### src/sv/ordered_dither_gray_scaler_unit_assert.svh
// ----------------------------------------------------------------------------
// ordered dither gray scaler assertion macros
// shared property forms for the clocked checks, using clk and rst in scope
// ----------------------------------------------------------------------------
`ifndef ORDERED_DITHER_GRAY_SCALER_UNIT_ASSERT_SVH
`define ORDERED_DITHER_GRAY_SCALER_UNIT_ASSERT_SVH

// same-cycle implication
`define ODGS_ASSERT_IMP(label, ante, cons, msg) \
  label: assert property (@(posedge clk) disable iff (rst) (ante) |-> (cons)) \
    else $error(msg);

// next-cycle implication
`define ODGS_ASSERT_NXT(label, ante, cons, msg) \
  label: assert property (@(posedge clk) disable iff (rst) (ante) |=> (cons)) \
    else $error(msg);

`endif

### src/sv/odgs_pkg.sv
// ----------------------------------------------------------------------------
// odgs_pkg
// shared types, constants and the dither function of the gray scaler
// ----------------------------------------------------------------------------
`default_nettype none

package odgs_pkg;

  localparam int DEFAULT_SOURCE_WIDTH  = 280;
  localparam int DEFAULT_SOURCE_HEIGHT = 192;

  localparam int QUEUE_DEPTH = 4;
  localparam int CFG_INDEX_W = 3;
  localparam int CFG_DATA_W  = 12;

  // register indexes
  localparam logic [CFG_INDEX_W-1:0] CFG_SCREEN_WIDTH  = 3'd0;
  localparam logic [CFG_INDEX_W-1:0] CFG_SCREEN_ROWS   = 3'd1;
  localparam logic [CFG_INDEX_W-1:0] CFG_ROW_STRIDE    = 3'd2;
  localparam logic [CFG_INDEX_W-1:0] CFG_TARGET_WIDTH  = 3'd3;
  localparam logic [CFG_INDEX_W-1:0] CFG_TARGET_HEIGHT = 3'd4;
  localparam logic [CFG_INDEX_W-1:0] CFG_TARGET_LEFT   = 3'd5;
  localparam logic [CFG_INDEX_W-1:0] CFG_TARGET_TOP    = 3'd6;

  // reset values
  localparam logic [11:0] RST_SCREEN_WIDTH  = 12'd560;
  localparam logic [11:0] RST_SCREEN_ROWS   = 12'd384;
  localparam logic [11:0] RST_ROW_STRIDE    = 12'd560;
  localparam logic [11:0] RST_TARGET_WIDTH  = 12'd560;
  localparam logic [10:0] RST_TARGET_HEIGHT = 11'd384;
  localparam logic [11:0] RST_TARGET_LEFT   = 12'd0;
  localparam logic [11:0] RST_TARGET_TOP    = 12'd0;

  localparam logic [15:0] LUMA_R     = 16'd54;
  localparam logic [15:0] LUMA_G     = 16'd183;
  localparam logic [15:0] LUMA_B     = 16'd19;
  localparam logic [8:0]  DITHER_BIAS = 9'd32;   // 128 / 4
  localparam logic [7:0]  GRAY_MAX   = 8'd255;
  localparam logic [7:0]  GRAY_MASK  = 8'hF0;

  typedef struct packed {
    logic [11:0] screen_width;
    logic [11:0] screen_rows;
    logic [11:0] row_stride;
    logic [11:0] target_width;
    logic [10:0] target_height;
    logic [11:0] target_left;
    logic [11:0] target_top;
  } cfg_t;

  // one clipped screen rectangle, end bounds exclusive
  typedef struct packed {
    logic [11:0] y0;
    logic [11:0] y1;
    logic [11:0] x0;
    logic [11:0] x1;
    logic [7:0]  gray;
  } span_t;

  // bayer threshold divided by four, index {row[1:0], col[1:0]}
  function automatic logic [5:0] bayer_quarter(input logic [3:0] idx);
    logic [5:0] val;
    case (idx)
      4'd0:  val = 6'd0;
      4'd1:  val = 6'd32;
      4'd2:  val = 6'd8;
      4'd3:  val = 6'd40;
      4'd4:  val = 6'd48;
      4'd5:  val = 6'd16;
      4'd6:  val = 6'd56;
      4'd7:  val = 6'd24;
      4'd8:  val = 6'd12;
      4'd9:  val = 6'd44;
      4'd10: val = 6'd4;
      4'd11: val = 6'd36;
      4'd12: val = 6'd60;
      4'd13: val = 6'd28;
      4'd14: val = 6'd52;
      4'd15: val = 6'd20;
      default: val = 6'd0;
    endcase
    return val;
  endfunction

  function automatic logic [7:0] dither_gray(input logic [23:0] color,
                                             input logic [1:0]  row,
                                             input logic [1:0]  col);
    logic [15:0] wsum;
    logic [8:0]  biased;
    logic [8:0]  shifted;
    logic [7:0]  gray;
    wsum   = LUMA_R * 16'(color[7:0]) + LUMA_G * 16'(color[15:8])
           + LUMA_B * 16'(color[23:16]);
    biased = 9'(wsum[15:8]) + 9'(bayer_quarter({row, col}));
    shifted = biased - DITHER_BIAS;
    if (biased < DITHER_BIAS) begin
      gray = 8'd0;
    end else if (shifted[8]) begin
      gray = GRAY_MAX;
    end else begin
      gray = shifted[7:0];
    end
    return gray & GRAY_MASK;
  endfunction

endpackage

`default_nettype wire

### src/sv/odgs_div.sv
// ----------------------------------------------------------------------------
// odgs_div
// division by a fixed divisor through a reciprocal multiply, result registered
// ----------------------------------------------------------------------------
`default_nettype none

module odgs_div #(
  parameter int DIVISOR = 280,
  parameter int NW      = 20,
  parameter int QW      = 12
) (
  input  wire logic          clk,
  input  wire logic          start,
  input  wire logic [NW-1:0] dividend,
  output logic [QW-1:0]      quotient
);

  // exact for every dividend below 2**NW, the reciprocal error stays
  // under 2**(SH-NW)
  localparam int SH = NW + $clog2(DIVISOR);
  localparam int MW = NW + 1;
  localparam int PW = NW + MW;
  localparam longint RECIP = ((longint'(1) << SH) + longint'(DIVISOR) - 1)
                             / longint'(DIVISOR);

  logic [PW-1:0] prod;

  assign prod = PW'(dividend) * PW'(RECIP);

  always_ff @(posedge clk) begin
    if (start) begin
      quotient <= QW'(prod >> SH);
    end
  end

endmodule

`default_nettype wire

### src/sv/odgs_front.sv
// ----------------------------------------------------------------------------
// odgs_front
// takes source pixels, dithers them and works out the clipped screen span
// ----------------------------------------------------------------------------
`default_nettype none

module odgs_front
  import odgs_pkg::*;
#(
  parameter int SOURCE_WIDTH  = DEFAULT_SOURCE_WIDTH,
  parameter int SOURCE_HEIGHT = DEFAULT_SOURCE_HEIGHT
) (
  input  wire logic  clk,
  input  wire logic  rst,
  input  wire cfg_t  cfg,
  input  wire logic  s_tvalid,
  output logic       s_tready,
  input  wire logic [23:0] pixel_color,
  output logic       push_valid,
  output span_t      push_span,
  input  wire logic  queue_full
);

  localparam int QWX = $clog2(8 * SOURCE_WIDTH + 1);
  localparam int QWY = $clog2(8 * SOURCE_HEIGHT + 1);
  localparam int NXW = $clog2(SOURCE_WIDTH * 8 * SOURCE_WIDTH + 1);
  localparam int NYW = $clog2(SOURCE_HEIGHT * 8 * SOURCE_HEIGHT + 1);
  localparam int CW  = $clog2(SOURCE_WIDTH);
  localparam int RW  = $clog2(SOURCE_HEIGHT);

  localparam logic [1:0] ST_IDLE  = 2'd0;
  localparam logic [1:0] ST_START = 2'd1;
  localparam logic [1:0] ST_DIV   = 2'd2;
  localparam logic [1:0] ST_PUSH  = 2'd3;

  logic [1:0]     state;
  logic [CW-1:0]  col;
  logic [RW-1:0]  row;
  logic [QWX-1:0] tw;
  logic [QWY-1:0] th;
  logic [NXW-1:0] nx0, nx1;
  logic [NYW-1:0] ny0, ny1;
  logic [QWX-1:0] qx0, qx1;
  logic [QWY-1:0] qy0, qy1;
  logic [7:0]     gray;
  logic [12:0]    x0, x1, y0, y1, x1c, y1c;
  logic           nonempty;
  span_t          span;
  logic           accept;

  assign accept = s_tvalid && s_tready;
  assign s_tready = state == ST_IDLE;

  // oversized targets saturate at eight times the source size
  assign tw = (cfg.target_width > 12'(8 * SOURCE_WIDTH))
              ? QWX'(8 * SOURCE_WIDTH) : QWX'(cfg.target_width);
  assign th = (cfg.target_height > 11'(8 * SOURCE_HEIGHT))
              ? QWY'(8 * SOURCE_HEIGHT) : QWY'(cfg.target_height);

  always_ff @(posedge clk) begin
    if (rst) begin
      state <= ST_IDLE;
      col   <= '0;
      row   <= '0;
    end else begin
      case (state)
        ST_IDLE: begin
          if (accept) begin
            state <= ST_START;
            if (col == CW'(SOURCE_WIDTH - 1)) begin
              col <= '0;
              row <= (row == RW'(SOURCE_HEIGHT - 1)) ? '0 : row + 1'b1;
            end else begin
              col <= col + 1'b1;
            end
          end
        end
        ST_START: state <= ST_DIV;
        ST_DIV:   state <= ST_PUSH;
        ST_PUSH: begin
          if (!nonempty || !queue_full) begin
            state <= ST_IDLE;
          end
        end
        default: state <= ST_IDLE;
      endcase
    end
  end

  always_ff @(posedge clk) begin
    if (accept) begin
      gray <= dither_gray(pixel_color, row[1:0], col[1:0]);
      nx0  <= NXW'(col) * NXW'(tw);
      nx1  <= (NXW'(col) + 1'b1) * NXW'(tw);
      ny0  <= NYW'(row) * NYW'(th);
      ny1  <= (NYW'(row) + 1'b1) * NYW'(th);
    end
  end

  odgs_div #(.DIVISOR(SOURCE_WIDTH), .NW(NXW), .QW(QWX)) u_div_x0 (
    .clk, .start(state == ST_START), .dividend(nx0), .quotient(qx0));
  odgs_div #(.DIVISOR(SOURCE_WIDTH), .NW(NXW), .QW(QWX)) u_div_x1 (
    .clk, .start(state == ST_START), .dividend(nx1), .quotient(qx1));
  odgs_div #(.DIVISOR(SOURCE_HEIGHT), .NW(NYW), .QW(QWY)) u_div_y0 (
    .clk, .start(state == ST_START), .dividend(ny0), .quotient(qy0));
  odgs_div #(.DIVISOR(SOURCE_HEIGHT), .NW(NYW), .QW(QWY)) u_div_y1 (
    .clk, .start(state == ST_START), .dividend(ny1), .quotient(qy1));

  // offsets and clipping at the screen edge
  always_comb begin
    x0  = 13'(cfg.target_left) + 13'(qx0);
    x1  = 13'(cfg.target_left) + 13'(qx1);
    y0  = 13'(cfg.target_top) + 13'(qy0);
    y1  = 13'(cfg.target_top) + 13'(qy1);
    x1c = (x1 < 13'(cfg.screen_width)) ? x1 : 13'(cfg.screen_width);
    y1c = (y1 < 13'(cfg.screen_rows)) ? y1 : 13'(cfg.screen_rows);
  end

  always_ff @(posedge clk) begin
    if (state == ST_DIV) begin
      nonempty  <= (x0 < x1c) && (y0 < y1c);
      span.x0   <= x0[11:0];
      span.x1   <= x1c[11:0];
      span.y0   <= y0[11:0];
      span.y1   <= y1c[11:0];
      span.gray <= gray;
    end
  end

  assign push_valid = (state == ST_PUSH) && nonempty;
  assign push_span  = span;

endmodule

`default_nettype wire

### src/sv/odgs_queue.sv
// ----------------------------------------------------------------------------
// odgs_queue
// short first-in first-out queue of spans between front and back
// ----------------------------------------------------------------------------
`default_nettype none

module odgs_queue
  import odgs_pkg::*;
(
  input  wire logic  clk,
  input  wire logic  rst,
  input  wire logic  push_valid,
  input  wire span_t push_span,
  output logic       full,
  input  wire logic  pop,
  output logic       head_valid,
  output span_t      head_span
);

  localparam int PW = $clog2(QUEUE_DEPTH);

  span_t       slots [QUEUE_DEPTH];
  logic [PW-1:0] wr_ptr, rd_ptr;
  logic [PW:0]   count;
  logic          push;
  logic          take;

  assign full       = count == (PW+1)'(QUEUE_DEPTH);
  assign head_valid = count != '0;
  assign push       = push_valid && !full;
  assign take       = pop && head_valid;

  always_ff @(posedge clk) begin
    if (rst) begin
      wr_ptr <= '0;
      rd_ptr <= '0;
      count  <= '0;
    end else begin
      if (push) begin
        wr_ptr <= wr_ptr + 1'b1;
      end
      if (take) begin
        rd_ptr <= rd_ptr + 1'b1;
      end
      if (push && !take) begin
        count <= count + 1'b1;
      end else if (take && !push) begin
        count <= count - 1'b1;
      end
    end
  end

  always_ff @(posedge clk) begin
    if (push) begin
      slots[wr_ptr] <= push_span;
    end
  end

  assign head_span = slots[rd_ptr];

endmodule

`default_nettype wire

### src/sv/odgs_back.sv
// ----------------------------------------------------------------------------
// odgs_back
// walks each span row by row and issues one framebuffer write per cycle while m_tready allows
// ----------------------------------------------------------------------------
`default_nettype none

module odgs_back
  import odgs_pkg::*;
(
  input  wire logic        clk,
  input  wire logic        rst,
  input  wire logic [11:0] row_stride,
  input  wire logic        head_valid,
  input  wire span_t       head_span,
  output logic             pop,
  output logic             m_tvalid,
  input  wire logic        m_tready,
  output logic [23:0]      write_address,
  output logic [7:0]       gray_value,
  output logic             last_write
);

`include "ordered_dither_gray_scaler_unit_assert.svh"

  logic        busy;
  span_t       cur;
  logic [11:0] x, y;
  logic [11:0] x_inc, y_inc;
  logic [23:0] base;
  logic        slot_free;
  logic        emit;
  logic        row_end;
  logic        is_last;
  logic        fire_last;

  assign x_inc     = x + 1'b1;
  assign y_inc     = y + 1'b1;
  assign row_end   = x_inc == cur.x1;
  assign is_last   = row_end && (y_inc == cur.y1);
  assign slot_free = !m_tvalid || m_tready;
  assign emit      = busy && slot_free;
  assign fire_last = emit && is_last;
  assign pop       = head_valid && (!busy || fire_last);

  always_ff @(posedge clk) begin
    if (rst) begin
      busy     <= 1'b0;
      m_tvalid <= 1'b0;
    end else begin
      if (pop) begin
        busy <= 1'b1;
      end else if (fire_last) begin
        busy <= 1'b0;
      end
      if (slot_free) begin
        m_tvalid <= emit;
      end
    end
  end

  always_ff @(posedge clk) begin
    if (emit) begin
      write_address <= base + 24'(x);
      gray_value    <= cur.gray;
      last_write    <= is_last;
    end
    if (pop) begin
      cur  <= head_span;
      x    <= head_span.x0;
      y    <= head_span.y0;
      base <= 24'(head_span.y0) * 24'(row_stride);
    end else if (emit) begin
      if (row_end) begin
        x    <= cur.x0;
        y    <= y_inc;
        base <= base + 24'(row_stride);
      end else begin
        x <= x_inc;
      end
    end
  end

  `ODGS_ASSERT_IMP(a_walk_inside_span, busy, (x < cur.x1) && (y < cur.y1), "walk left its span")
  `ODGS_ASSERT_NXT(a_idle_after_last, fire_last && !pop, !busy, "still busy after last write")
  `ODGS_ASSERT_IMP(a_gray_low_clear, m_tvalid, gray_value[3:0] == 4'd0, "gray low bits set")

endmodule

`default_nettype wire

### src/sv/ordered_dither_gray_scaler_unit.sv
// ----------------------------------------------------------------------------
// ordered_dither_gray_scaler_unit
// 4x4 ordered dither of rgb source pixels with nearest-neighbour upscaling
// into clipped framebuffer byte writes
// ----------------------------------------------------------------------------
//  channel  dir  width  beat content
//  cfg      in   3+12   register index, write data (write on cfg_we)
//  s_axis   in   24     one source pixel in raster order
//  m_axis   out  32+1   one framebuffer byte write, tlast on a pixel's final
//
//  front: each pixel goes through accept, reciprocal divide, clip and queue push,
//  with no new pixel taken before its push; a push waits while the span queue is full
//  back: one write per cycle while m_tready allows, working beside the front
//  a pixel with an empty span causes no beat, its counters still advance
//  reset: config to its defaults, source row and column to zero, no sweep
//  a stalled m_axis fills the span queue and then holds s_tready low
// ----------------------------------------------------------------------------
`default_nettype none

module ordered_dither_gray_scaler_unit
  import odgs_pkg::*;
#(
  parameter int SOURCE_WIDTH  = DEFAULT_SOURCE_WIDTH,
  parameter int SOURCE_HEIGHT = DEFAULT_SOURCE_HEIGHT
) (
  input  wire logic                   clk,
  input  wire logic                   rst,
  input  wire logic                   cfg_we,
  input  wire logic [CFG_INDEX_W-1:0] cfg_index,
  input  wire logic [CFG_DATA_W-1:0]  cfg_data,
  input  wire logic                   s_tvalid,
  output logic                        s_tready,
  input  wire logic [23:0]            s_tdata,   // pixel_color[23:0]
  output logic                        m_tvalid,
  input  wire logic                   m_tready,
  output logic [31:0]                 m_tdata,   // write_address[23:0], gray_value[31:24]
  output logic                        m_tlast    // last_write
);

  cfg_t        cfg;
  logic        push_valid;
  span_t       push_span;
  logic        queue_full;
  logic        pop;
  logic        head_valid;
  span_t       head_span;
  logic [23:0] write_address;
  logic [7:0]  gray_value;

  // configuration registers; the user must write them only while idle, the block does not enforce it
  always_ff @(posedge clk) begin
    if (rst) begin
      cfg.screen_width  <= RST_SCREEN_WIDTH;
      cfg.screen_rows   <= RST_SCREEN_ROWS;
      cfg.row_stride    <= RST_ROW_STRIDE;
      cfg.target_width  <= RST_TARGET_WIDTH;
      cfg.target_height <= RST_TARGET_HEIGHT;
      cfg.target_left   <= RST_TARGET_LEFT;
      cfg.target_top    <= RST_TARGET_TOP;
    end else if (cfg_we) begin
      case (cfg_index)
        CFG_SCREEN_WIDTH:  cfg.screen_width  <= cfg_data;
        CFG_SCREEN_ROWS:   cfg.screen_rows   <= cfg_data;
        CFG_ROW_STRIDE:    cfg.row_stride    <= cfg_data;
        CFG_TARGET_WIDTH:  cfg.target_width  <= cfg_data;
        CFG_TARGET_HEIGHT: cfg.target_height <= cfg_data[10:0];
        CFG_TARGET_LEFT:   cfg.target_left   <= cfg_data;
        CFG_TARGET_TOP:    cfg.target_top    <= cfg_data;
        default: ;  // unused index, ignored
      endcase
    end
  end

  // front: accept, dither, span arithmetic and clipping
  odgs_front #(
    .SOURCE_WIDTH (SOURCE_WIDTH),
    .SOURCE_HEIGHT(SOURCE_HEIGHT)
  ) u_front (
    .clk        (clk),
    .rst        (rst),
    .cfg        (cfg),
    .s_tvalid   (s_tvalid),
    .s_tready   (s_tready),
    .pixel_color(s_tdata),
    .push_valid (push_valid),
    .push_span  (push_span),
    .queue_full (queue_full)
  );

  // span queue parting the two halves
  odgs_queue u_queue (
    .clk       (clk),
    .rst       (rst),
    .push_valid(push_valid),
    .push_span (push_span),
    .full      (queue_full),
    .pop       (pop),
    .head_valid(head_valid),
    .head_span (head_span)
  );

  // back: rectangle walk and registered output beat
  odgs_back u_back (
    .clk          (clk),
    .rst          (rst),
    .row_stride   (cfg.row_stride),
    .head_valid   (head_valid),
    .head_span    (head_span),
    .pop          (pop),
    .m_tvalid     (m_tvalid),
    .m_tready     (m_tready),
    .write_address(write_address),
    .gray_value   (gray_value),
    .last_write   (m_tlast)
  );

  assign m_tdata = {gray_value, write_address};

endmodule

`default_nettype wire

### config.mk
export PLATFORM = sky130hd
export DESIGN_NAME = ordered_dither_gray_scaler_unit
export DESIGN_NICKNAME = d
export VERILOG_FILES = /design/src/sv/odgs_pkg.sv /design/src/sv/odgs_div.sv /design/src/sv/odgs_front.sv /design/src/sv/odgs_queue.sv /design/src/sv/odgs_back.sv /design/src/sv/ordered_dither_gray_scaler_unit.sv
export VERILOG_INCLUDE_DIRS = /design/src /design/src/sv
export SDC_FILE = /design/constraint.sdc
export NUM_CORES = 2
export LEC_CHECK = 0
export ABC_CLOCK_PERIOD_IN_PS = 15000
export BUFFER_PORTS_ARGS = -buffer_cell sky130_fd_sc_hd__buf_2
export CORE_ASPECT_RATIO = 1.25
export CORE_MARGIN = 2
export CORE_UTILIZATION = 60
export DETAILED_ROUTE_END_ITERATION = 12
export GPL_ROUTABILITY_DRIVEN = 0
export PLACE_DENSITY = 0.75
export SLEW_MARGIN = 5
export SYNTH_ARGS = -nofsm -noshare
export SYNTH_HDL_FRONTEND = slang
export SYNTH_HIERARCHICAL = 1
export SYNTH_SLANG_ARGS = --single-unit
### constraint.sdc
create_clock -name clk -period 15 [get_ports clk]
set_input_delay 0.75 -clock clk [delete_from_list [all_inputs] [get_ports clk]]
set_output_delay 0.75 -clock clk [all_outputs]
set_load 0.1 [all_outputs]
==> summary.txt <==
Clocking
  – H-Tree Depth: 3
  – CTS root buf: clkbuf_16
  – Num Clock Sinks: 643
  – Post-CTS setup buffer count: 0
  – PostCTS Resize Cnt: 0
  – CTS tree: done
  – CTS Hold Bufs: 0
  – CTS Buffer Depth: 3
  – Total CTS buffers: 70
  – Worst-skew pair later-pin latency: 660 ps
  – Clock slew seen by the registers of the worst setup and hold paths: 60 ps

Hold path
  – Worst hold path type: flip-flop to flip-flop

Setup path
  – Element type at the critical path end: flip-flop
  – Setup crit start kind: flip-flop
  – Slowest CP cell: and2_0
  – Max Fanout on Critical Path: 41
  – Most used cell along the critical path: fa_1
  – Critical Path AT: 7600 ps
  – Critical Path RT: 15390 ps
  – Crit-path cells: or4_1, o311a_1, o41ai_2, buf_4, and2_0, nand2_1, fa_1, fa_1, fa_1, inv_1, fa_1, fa_1, ha_1, o311ai_0, o211ai_1, a21oi_1, xnor2_1
  – Worst path max stage delay: 820 ps
  – CP Class: flip-flop to flip-flop

Synthesis
  – Post-synthesis register bit count: 643
  – Top post-synthesis cells by area: fa_1 24%, edfxtp_1 21%, ha_1 18%
  – Synth Area in Simple Gates: 10.4%
  – Top FF cell, synth: edfxtp_1
  – Synth Area in Adders: 41.6%
  – Mux contribution to synthesized area: 4.20%
  – Seq/Total Area, Yosys: 24.5%
  – EDFF count, synth: 530
  – Synthesized netlist cell count: 7084
  – Avg Inst Size Synth: 10.5 um2
  – Yosys cell types: 112
  – YS warnings: 6
  – Synthesized cell area: 0.0742 mm2
  – Async SR Flop Fraction: 0%
  – Most area-hungry cell type in the Yosys netlist: fa_1
  – Xor/xnor cell area share of the yosys netlist: 3.79%
  – Largest family of logic cells by synthesized area: adder cells
  – Compound-Gate Fraction of Synth Area: 6.94%
  – Synth top area share: 23.6%

STA
  – Final Max Tran Viols: 0
  – Worst slew pin tran: 1250 ps
  – RSZ-0062 raised after global routing: false
  – Part of the cycle the worst path needs: 48.1%
  – Final Critical Period: 7210 ps
  – Setup TNS: 0 ps
  – Clk_skew: 31.5 ps
  – Count of final hold-check violations: 0
  – Number of setup violations in the final report: 0
  – Achievable Freq: 139 MHz
  – Slew HR: 16.3%

Layout
  – Area growth, synth to finish: 5.63%
  – Share of post-route cells with drive strength above 1: 5.32%
  – Final net count: 9073
  – Commonest non-fill, non-tap cell in the layout: inv_1
  – Commonest cells after routing, fill and taps aside: 1451 x inv_1, 1070 x ha_1, 874 x fa_1

Die
  – Die Ht: 397 um
  – Die W: 319 um
  – Initial Util: 60.3%
  – Area of the die: 0.127 mm2
  – Row Count: 144
  – Core Box Area: 0.123 mm2
  – # IOs: 79

Detailed routing
  – DRT Pass-1 Iters: 7
  – DRT iter0 DRCs: 3338
  – DR DRC count: 0
  – Drt total wl: 169000 um
  – Vias/cell: 5.75
  – ANT nets after route: 0
  – Vias: 50300
  – Avg WL per Cell: 19.3 um

Global route
  – First-pass GRT wire length: 275000 um
  – Initial antenna violation count: 4
  – Vias in the first global route: 53100
  – GRT Util Overall: 27.1%
  – GRT overflow: 0
  – Largest net degree at the start of global routing: 99

Placed design
  – Detailed Place HPWL: 135000 um
  – IO Port Bufs: 78

Outcome
  – Status: complete, no violations

Run
  – Max_cap viols: 0
[per-layer routing]
metal  GRT usage [%]  wire length, um  vias to the layer above  share of wire (%)
met5               0                0                        -                  0
met4            9.86             6250                        0                3.7
met3            3.00             8080                      361                4.8
met2            49.1            86100                     1498                 51
met1            33.6            68100                    25000                 40
li1                -                -                    23400                  -
[logic make-up (layout without fill, tap and decap cells)]
logic type,count (synthesis),count (layout)
buf+inv,1637,1687
flops,643,643
compound gates,774,774
fa+ha+maj,1946,1946
xor+xnor,312,312
simple gates,1539,1539
other cells,2,7
mux,231,231
[cell type report]
type	instances	area, um2
Antenna cell	1	2.50
Timing Repair Buffer	106	603
Multi-Input combinational cell	4808	49800
Clock buffer	88	1920
Clock inverter	39	445
Sequential cell	643	18200
Tap cell	1606	2010
Inverter	1454	5460
Fill cell	9491	44700
[cell usage after synthesis (all sizes together) (25+ instances only)]
cell type,n
inv,1454
ha,1072
fa,874
edfxtp,530
nand2,516
nor2,285
a21oi,238
xnor2,201
and2,138
o21ai,135
clkbuf,129
mux2i,121
nand2b,121
dfxtp,113
xor2,105
and3,94
nand3,90
a21o,87
nor3,72
nand4,59
mux4,56
buf,54
mux2,54
nor2b,43
o21a,40
o21bai,39
a211oi,38
or3,28
a31oi,25
[per-stage QoR]
step / instances / utilization [%] / cell area, um2 / hold WS (ps) / setup WS (ps)
5_1_grt: 8745 / 63.7 / 78400 / 426 / 7320
3_3_place_gp: 8617 / 61.8 / 76000 / 404 / 7540
3_5_place_dp: 8617 / 61.8 / 76000 / 405 / 7340
6_report: 8745 / 63.7 / 78400 / 418 / 7790
2_1_floorplan: 7088 / - / 74200 / 400 / 8020
4_1_cts: 8744 / 63.7 / 78400 / 405 / 7850
[worst paths after layout]
check	startpoint	endpoint	slack [ps]	cells after the start
hold reg to reg	u_back/cur[3]	u_back/gray_value[3]	420	0
setup reg to reg	cfg[37]	u_front/nx1[19]	7790	17
hold / removal	u_back/cur[3]	u_back/gray_value[3]	420	0
setup / recovery	cfg[37]	u_front/nx1[19]	7790	17
[worst max-delay path, delay by kind of cell (launching register included)]
kind,cells,cell delay [ps]
AND/OR/NAND/NOR,3,1540
flip-flops,1,360
AO/OA/AOI/OAI,5,1720
XOR/XNOR,1,70
buffers and inverters,2,390
adder cells (fa/ha/maj),6,2850
[registers in the layout (all words and copies together) (netlist names), 4 cells and up, named ones only]
register / count
cfg: 83
u_back/base: 24
u_back/cur: 44
u_back/gray_value: 8
u_back/write_address: 24
u_back/x: 12
u_back/y: 12
u_front/col: 9
u_front/gray: 4
u_front/nx0: 20
u_front/nx1: 20
u_front/ny0: 19
u_front/ny1: 19
u_front/push_span: 52
u_front/row: 8
u_front/u_div_x0/quotient: 12
u_front/u_div_x1/quotient: 12
u_front/u_div_y0/quotient: 11
u_front/u_div_y1/quotient: 11
u_queue/slots: 224
Power is left out: the tool's default activity adds up to more than one toggle a clock period on the data nets, which glitch-free logic cannot reach.
